[src/rtl/tcsp_pkg.sv]
// ---------------------------------------------------------------------------
// tcsp_pkg
// Types and constants for the three-channel servo pulse generator.
// ---------------------------------------------------------------------------
package tcsp_pkg;

    localparam int SAMPLE_W   = 12;
    localparam int CHANNEL_W  = 2;
    localparam int WIDTH_W    = 16;
    localparam int CFG_IDX_W  = 2;
    localparam int PROD_W     = SAMPLE_W + WIDTH_W;

    localparam logic [SAMPLE_W-1:0] FULL_SCALE   = '1;
    localparam logic [WIDTH_W-1:0]  RESET_PERIOD = 16'd20000;
    localparam logic [WIDTH_W-1:0]  RESET_MIN    = 16'd1000;
    localparam logic [WIDTH_W-1:0]  RESET_MAX    = 16'd2000;
    localparam logic [WIDTH_W-1:0]  RESET_WIDTH  = 16'd1500;

    typedef enum logic {
        OP_TICK   = 1'b0,
        OP_SAMPLE = 1'b1
    } op_t;

    typedef enum logic [CFG_IDX_W-1:0] {
        REG_PERIOD = 2'd0,
        REG_MIN    = 2'd1,
        REG_MAX    = 2'd2
    } reg_idx_t;

    // Control that travels with an item down the pipeline
    typedef struct packed {
        logic                 valid;
        op_t                  op;
        logic [CHANNEL_W-1:0] channel;
    } item_ctrl_t;

    localparam item_ctrl_t CTRL_IDLE = '{valid: 1'b0, op: OP_TICK, channel: '0};

endpackage

[src/rtl/three_channel_servo_pwm.sv]
// ---------------------------------------------------------------------------
// three_channel_servo_pwm
// Servo pulse generator: microsecond ticks advance a frame counter, ADC
// samples set per-channel pulse widths.
// ---------------------------------------------------------------------------
// Usage:
//   s_ channel: one item per transfer, either a tick (s_op = 0) or a sample
//   (s_op = 1) for channel s_channel; channels at or above NUM_SERVOS are
//   dropped. Every item gives one result on the m_ channel: the line levels
//   after that item, bit i for servo i.
//   cfg_ channel: write period_ticks (0), min_width (1) or max_width (2)
//   while no item is in flight; other indexes are ignored.
//   Throughput is one item per cycle. An item passes one input stage, the
//   sample multiply, the shift-add quotient estimate and its correction;
//   line and width state update in the cycle that loads the result register.
//   Items stay in order, so a sample always takes effect on the next tick
//   behind it.
//   Reset clears the pipeline, sets the counter to 0, all lines low, widths
//   to 1500 and the registers to 20000/1000/2000. While the result is held
//   by the receiver the whole pipeline stalls and s_ready drops.
// ---------------------------------------------------------------------------
module three_channel_servo_pwm #(
    parameter int NUM_SERVOS = 3
) (
    input  logic                           aclk,
    input  logic                           aresetn,

    input  logic                           s_valid,
    output logic                           s_ready,
    input  logic                           s_op,
    input  logic [tcsp_pkg::CHANNEL_W-1:0] s_channel,
    input  logic [tcsp_pkg::SAMPLE_W-1:0]  s_sample,

    output logic                           m_valid,
    input  logic                           m_ready,
    output logic [NUM_SERVOS-1:0]          m_servo_lines,

    input  logic                           cfg_valid,
    output logic                           cfg_ready,
    input  logic [tcsp_pkg::CFG_IDX_W-1:0] cfg_index,
    input  logic [tcsp_pkg::WIDTH_W-1:0]   cfg_data
);

    localparam int WW = tcsp_pkg::WIDTH_W;

    logic [WW-1:0] period_reg, min_reg, max_reg, diff_reg;
    logic [WW-1:0] diff_next;

    tcsp_pkg::item_ctrl_t          ctrl0_reg, ctrl3;
    logic [tcsp_pkg::SAMPLE_W-1:0] sample0_reg;
    logic [WW-1:0]                 quot3;

    logic [WW-1:0]         counter_reg, counter_next;
    logic [WW-1:0]         width_reg  [NUM_SERVOS];
    logic [WW-1:0]         width_next [NUM_SERVOS];
    logic [NUM_SERVOS-1:0] line_reg, line_next;
    logic                  m_valid_reg, m_valid_next;

    logic          advance;
    logic          retire;
    logic [WW:0]   counter_inc;
    logic [WW-1:0] width_new;

    // whole pipeline moves together when the result slot can take data
    assign advance   = !m_valid_reg || m_ready;
    assign s_ready   = aresetn && advance;
    assign cfg_ready = aresetn;

    // ---- configuration ----
    always_ff @(posedge aclk) begin
        if (!aresetn) begin
            period_reg <= tcsp_pkg::RESET_PERIOD;
            min_reg    <= tcsp_pkg::RESET_MIN;
            max_reg    <= tcsp_pkg::RESET_MAX;
        end else if (cfg_valid && cfg_ready) begin
            unique case (tcsp_pkg::reg_idx_t'(cfg_index))
                tcsp_pkg::REG_PERIOD: period_reg <= cfg_data;
                tcsp_pkg::REG_MIN:    min_reg    <= cfg_data;
                tcsp_pkg::REG_MAX:    max_reg    <= cfg_data;
                default: ;
            endcase
        end
    end

    // inverted range clamps the span to zero
    assign diff_next = (max_reg > min_reg) ? max_reg - min_reg : '0;

    always_ff @(posedge aclk) begin
        diff_reg <= diff_next;
    end

    // ---- input stage ----
    always_ff @(posedge aclk) begin
        if (!aresetn) begin
            ctrl0_reg <= tcsp_pkg::CTRL_IDLE;
        end else if (advance) begin
            ctrl0_reg.valid   <= s_valid;
            ctrl0_reg.op      <= tcsp_pkg::op_t'(s_op);
            ctrl0_reg.channel <= s_channel;
        end
    end

    always_ff @(posedge aclk) begin
        if (advance) begin
            sample0_reg <= s_sample;
        end
    end

    tcsp_scale u_scale (
        .aclk      (aclk),
        .aresetn   (aresetn),
        .advance   (advance),
        .in_ctrl   (ctrl0_reg),
        .in_sample (sample0_reg),
        .diff      (diff_reg),
        .out_ctrl  (ctrl3),
        .out_quot  (quot3)
    );

    // ---- final stage: width write or tick, then load result ----
    assign retire      = ctrl3.valid && advance;
    assign counter_inc = {1'b0, counter_reg} + (WW + 1)'(1);
    assign width_new   = min_reg + quot3;

    always_comb begin
        counter_next = counter_reg;
        line_next    = line_reg;
        width_next   = width_reg;
        m_valid_next = m_valid_reg;
        if (advance) begin
            m_valid_next = ctrl3.valid;
        end
        if (retire) begin
            if (ctrl3.op == tcsp_pkg::OP_SAMPLE) begin
                for (int i = 0; i < NUM_SERVOS; i++) begin
                    if (int'(ctrl3.channel) == i) begin
                        width_next[i] = width_new;
                    end
                end
            end else begin
                // wrap sets every line; a matching width clears it again
                if (counter_inc >= {1'b0, period_reg}) begin
                    counter_next = '0;
                    line_next    = '1;
                end else begin
                    counter_next = counter_inc[WW-1:0];
                end
                for (int i = 0; i < NUM_SERVOS; i++) begin
                    if (counter_next == width_reg[i]) begin
                        line_next[i] = 1'b0;
                    end
                end
            end
        end
    end

    always_ff @(posedge aclk) begin
        if (!aresetn) begin
            counter_reg <= '0;
            line_reg    <= '0;
            m_valid_reg <= 1'b0;
            for (int i = 0; i < NUM_SERVOS; i++) begin
                width_reg[i] <= tcsp_pkg::RESET_WIDTH;
            end
        end else begin
            counter_reg <= counter_next;
            line_reg    <= line_next;
            m_valid_reg <= m_valid_next;
            width_reg   <= width_next;
        end
    end

    assign m_valid       = m_valid_reg;
    assign m_servo_lines = line_reg;

endmodule

[src/rtl/tcsp_scale.sv]
// ---------------------------------------------------------------------------
// tcsp_scale
// Three-stage scaler: floor(sample * diff / FULL_SCALE), with item control
// carried alongside. Division by 2^SAMPLE_W-1 uses a shift-add estimate and
// one correction step.
// ---------------------------------------------------------------------------
module tcsp_scale (
    input  logic                          aclk,
    input  logic                          aresetn,
    input  logic                          advance,
    input  tcsp_pkg::item_ctrl_t          in_ctrl,
    input  logic [tcsp_pkg::SAMPLE_W-1:0] in_sample,
    input  logic [tcsp_pkg::WIDTH_W-1:0]  diff,
    output tcsp_pkg::item_ctrl_t          out_ctrl,
    output logic [tcsp_pkg::WIDTH_W-1:0]  out_quot
);

    localparam int PW  = tcsp_pkg::PROD_W;
    localparam int SW  = tcsp_pkg::SAMPLE_W;
    localparam int EW  = PW + 1;
    localparam int TW  = EW - SW;
    localparam int RW  = PW + 2;

    tcsp_pkg::item_ctrl_t ctrl1_reg, ctrl2_reg, ctrl3_reg;
    logic [PW-1:0] prod1_reg, prod2_reg;
    logic [TW-1:0] est2_reg;
    logic [tcsp_pkg::WIDTH_W-1:0] quot3_reg;

    logic [EW-1:0] est_sum;
    logic [TW-1:0] est;
    logic [RW-1:0] rem;
    logic [TW-1:0] quot_full;

    // x/(2^n-1) ~ (x + x>>n + x>>2n) >> n, never above the true quotient
    assign est_sum = EW'(prod1_reg) + EW'(prod1_reg >> SW) + EW'(prod1_reg >> (2 * SW));
    assign est     = est_sum[EW-1:SW];

    // remainder = x - est*(2^n-1); at most one step short
    assign rem = RW'(prod2_reg) + RW'(est2_reg) - (RW'(est2_reg) << SW);
    assign quot_full = (rem >= RW'(tcsp_pkg::FULL_SCALE)) ? est2_reg + TW'(1) : est2_reg;

    always_ff @(posedge aclk) begin
        if (!aresetn) begin
            ctrl1_reg <= tcsp_pkg::CTRL_IDLE;
            ctrl2_reg <= tcsp_pkg::CTRL_IDLE;
            ctrl3_reg <= tcsp_pkg::CTRL_IDLE;
        end else if (advance) begin
            ctrl1_reg <= in_ctrl;
            ctrl2_reg <= ctrl1_reg;
            ctrl3_reg <= ctrl2_reg;
        end
    end

    always_ff @(posedge aclk) begin
        if (advance) begin
            prod1_reg <= PW'(in_sample) * PW'(diff);
            prod2_reg <= prod1_reg;
            est2_reg  <= est;
            quot3_reg <= quot_full[tcsp_pkg::WIDTH_W-1:0];
        end
    end

    assign out_ctrl = ctrl3_reg;
    assign out_quot = quot3_reg;

endmodule

[config.mk]
export PLATFORM = sky130hd
export DESIGN_NAME = three_channel_servo_pwm
export DESIGN_NICKNAME = d
export VERILOG_FILES = /design/src/rtl/tcsp_pkg.sv /design/src/rtl/three_channel_servo_pwm.sv /design/src/rtl/tcsp_scale.sv
export SDC_FILE = /design/constraint.sdc
export NUM_CORES = 1
export LEC_CHECK = 0
export BUFFER_PORTS_ARGS = -buffer_cell sky130_fd_sc_hd__buf_2
export CAP_MARGIN = 20
export CORE_MARGIN = 3
export CORE_UTILIZATION = 60
export CTS_CLUSTER_DIAMETER = 60
export DETAILED_ROUTE_END_ITERATION = 10
export PLACE_DENSITY = 0.78
export SLEW_MARGIN = 40
export SYNTH_ARGS = -nofsm -noshare
export SYNTH_HDL_FRONTEND = slang
export SYNTH_HIERARCHICAL = 1
export SYNTH_SLANG_ARGS = --single-unit
[constraint.sdc]
create_clock -name aclk -period 12 [get_ports aclk]
set_clock_uncertainty 0.05 [all_clocks]
set_input_delay 1.8 -clock aclk [delete_from_list [all_inputs] [get_ports aclk]]
set_output_delay 1.8 -clock aclk [all_outputs]
set_load 0.01 [all_outputs]
==> results.yml <==
synthesis:
  yosysTopAreaCell: "edfxtp_1"
  syn_area_um2: 21500
  synth_compound_area_share_pct: 15.4
  syn_avg_cell_area_um2: 8.84
  yosysMostFrequentCell: "nand2_1"
  synth_top_family_by_area: "adder cells"
  synth_area_leaders: "edfxtp_1 14%, fa_1 14%, dfxtp_1 14%"
  synth_top_area_share_pct: 14.1
  synthMuxAreaShare_pct: 0.945
  ys_warn_count: 6
  ys.flop_type: "dfxtp_1"
  synthDistinctLibCells: 91
  synth_edf_count: 101
  syn_inst: 2426
  synthArstFlopShare_pct: 0
  synth-seq-cells: 249
  synth-simple-area-share_pct: 18.7
  seq_area_frac_synth_pct: 27.9
  synth_common_cells: "366 x nand2_1, 317 x inv_1, 194 x ha_1"
  synth-xor-area-share_pct: 4.52
  syn-num-nets: 2808
  yosys.area_share.adder_pct: 25.3
clock_network:
  cts_root_buf: "clkbuf_16"
  worstSkewPairLatency_ns: 0.59
  cts_buffer_depth: 3
  cts_setup_buffers: 0
  tritoncts: "done"
  cts_resized: 0
  cts_num_sinks: 249
  cts_buffers: 30
  ctsHoldBuffers: 0
  clk_pin_slew_worst_paths_ns: 0.06
  h-tree-depth: 1
sta:
  maxSlewHeadroom_pct: 39.1
  setup_viol: 0
  finalMaxSlewViolations: 0
  tns_ns: 0
  max_clock_freq_mhz: 168
  final.min_clock_period_ns: 5.96
  min_period_over_period_pct: 49.7
  finalHoldViolCount: 0
  holdWs_ns: 0.414
  tightest_slew_ns: 0.906
  rsz0062_at_grt: "no"
run:
  cap_violations: 0
final_layout:
  diodes: 0
  syn_to_final_growth_pct: 7.44
  drive_gt1_share_pct: 5.93
  nFillCells: 2821
  ff_latch_area_um2: 6000
  multi_input_area_um2: 14000
  largest_register_ffs: 48
  layout.nets: 2805
floorplanning:
  io_pins: 44
  core_um2: 34900
  chipHeight_um: 195
  num_rows: 68
  initial_utilization_pct: 61.5
  dieArea_um2: 38100
  die_width_um: 195
routing:
  drc: 0
  wl_per_cell_um: 18.8
  first_pass_iters: 8
  dr_total_vias: 17400
  vias_per_cell: 6.01
  detail-route-antenna-nets: 0
  wirelength_mm: 54.6
  drt_iter0_drc: 1461
placement:
  dp_hpwl_mm: 42.0
  gp_congestion: 0.978
  port_buffers: 43
global_routing:
  grt_first_pass_wirelength_mm: 88.4
  grt_overflow: 0
  grt_max_degree: 82
  grt_pass1_vias: 16600
  antenna_found_initial: 1
  track_usage_pct: 28.4
setup_path:
  start_kind: "flop"
  cp.required_ns: 12.29
  critPathMaxFanout: 16
  arrival_ns: 6.25
  end_kind: "flop"
  path_class: "flop to flop"
hold_path:
  hp-class: "flop to flop"
power_and_ir_drop:
  p_leak_uw: 0.0103
  ir_worst_vdd_v: 0.000247
  power_density_nw_per_um2: 304
status:
  status: "completed"
[where the power goes]
part | total (uW) | switching [uW] | internal, uW | leakage (uW)
Combinational | 4680 | 2790 | 1900 | 0.00753
Sequential | 1370 | 176 | 1190 | 0.00231
Clock | 944 | 384 | 560 | 0.000500
[path summary, 6_finish.rpt]
check | depth (start not counted) | from | to | slack, ns
max | 19 | sample0_reg[5] | u_scale/prod1_reg[26] | 6.04
min | 2 | period_reg[7] | period_reg[7] | 0.41
max reg2reg | 19 | sample0_reg[5] | u_scale/prod1_reg[26] | 6.04
min reg2reg | 2 | period_reg[7] | period_reg[7] | 0.41
[cell type report]
class / instances / area share [%]
Inverter: 319 / 5.21
Tap cell: 455 / 2.47
Sequential cell: 249 / 26.0
Clock buffer: 38 / 3.43
Timing Repair Buffer: 52 / 1.25
Multi-Input combinational cell: 1771 / 60.6
Clock inverter: 18 / 1.07
[per-stage QoR]
| step | utilization [%] | power, uW | std cells | instance area, um^2 | worst slack [ns] |
|---|---|---|---|---|---|
| final | 66.1 | 7000 | 2902 | 23100 | 6.04 |
| after global routing | 66.1 | 7700 | 2902 | 23100 | 5.66 |
| after CTS | 66.1 | 6970 | 2902 | 23000 | 6.08 |
| after detailed placement | 63.1 | 5990 | 2846 | 22000 | 6.11 |
| after global placement | 63.0 | 5850 | 2846 | 22000 | 6.24 |
| after floorplan | - | 4960 | 2426 | 21500 | 5.00 |
[critical path, cell delays in order, from the launching register on]
cell and delay, ns:
edfxtp_1 0.67, nand2_1 0.17, fa_1 0.60, fa_1 0.46, fa_1 0.50, inv_1 0.06, fa_1 0.52, inv_1 0.05
fa_1 0.52, inv_1 0.04, ha_1 0.35, o21ai_0 0.16, a211oi_1 0.27, o21ai_0 0.13, nand2_1 0.15, a41oi_1 0.21
a311oi_1 0.37, nor2_1 0.11, a21oi_1 0.20, xor2_1 0.09
[metal layers]
metal | global-route usage (%) | wire length, um | vias up
li1 | - | - | 8290
met1 | 42.0 | 24700 | 8375
met2 | 43.9 | 24200 | 674
met3 | 4.92 | 4450 | 103
met4 | 6.73 | 1280 | 0
met5 | 0 | 0 | -
[cell families after synthesis]
group           Yosys count
compound gates          480
xor+xnor                109
fa+ha+maj               344
buf+inv                 406
flops                   249
mux                      20
simple gates            818
[cells in the final DEF (no fill, tap or decap), drive strengths merged, types with 11 or more instances in the layout]
master  count
and3       19
xnor2      78
clkbuf     38
ha        194
edfxtp    101
o211ai     46
or3        13
nand2     366
buf        52
clkinv     11
o21bai     11
and2       94
o21a       19
inv       321
nand3      56
dfxtp     148
fa        150
mux2i      18
nor2b      31
or2        13
nand4      28
o31ai      15
xor2       31
a31oi      25
a21boi     66
nor2       86
a21o       25
a211oi     14
o21ai      88
a21oi      83
nor3       52
No activity file was read; power rests on OpenSTA's default activity.
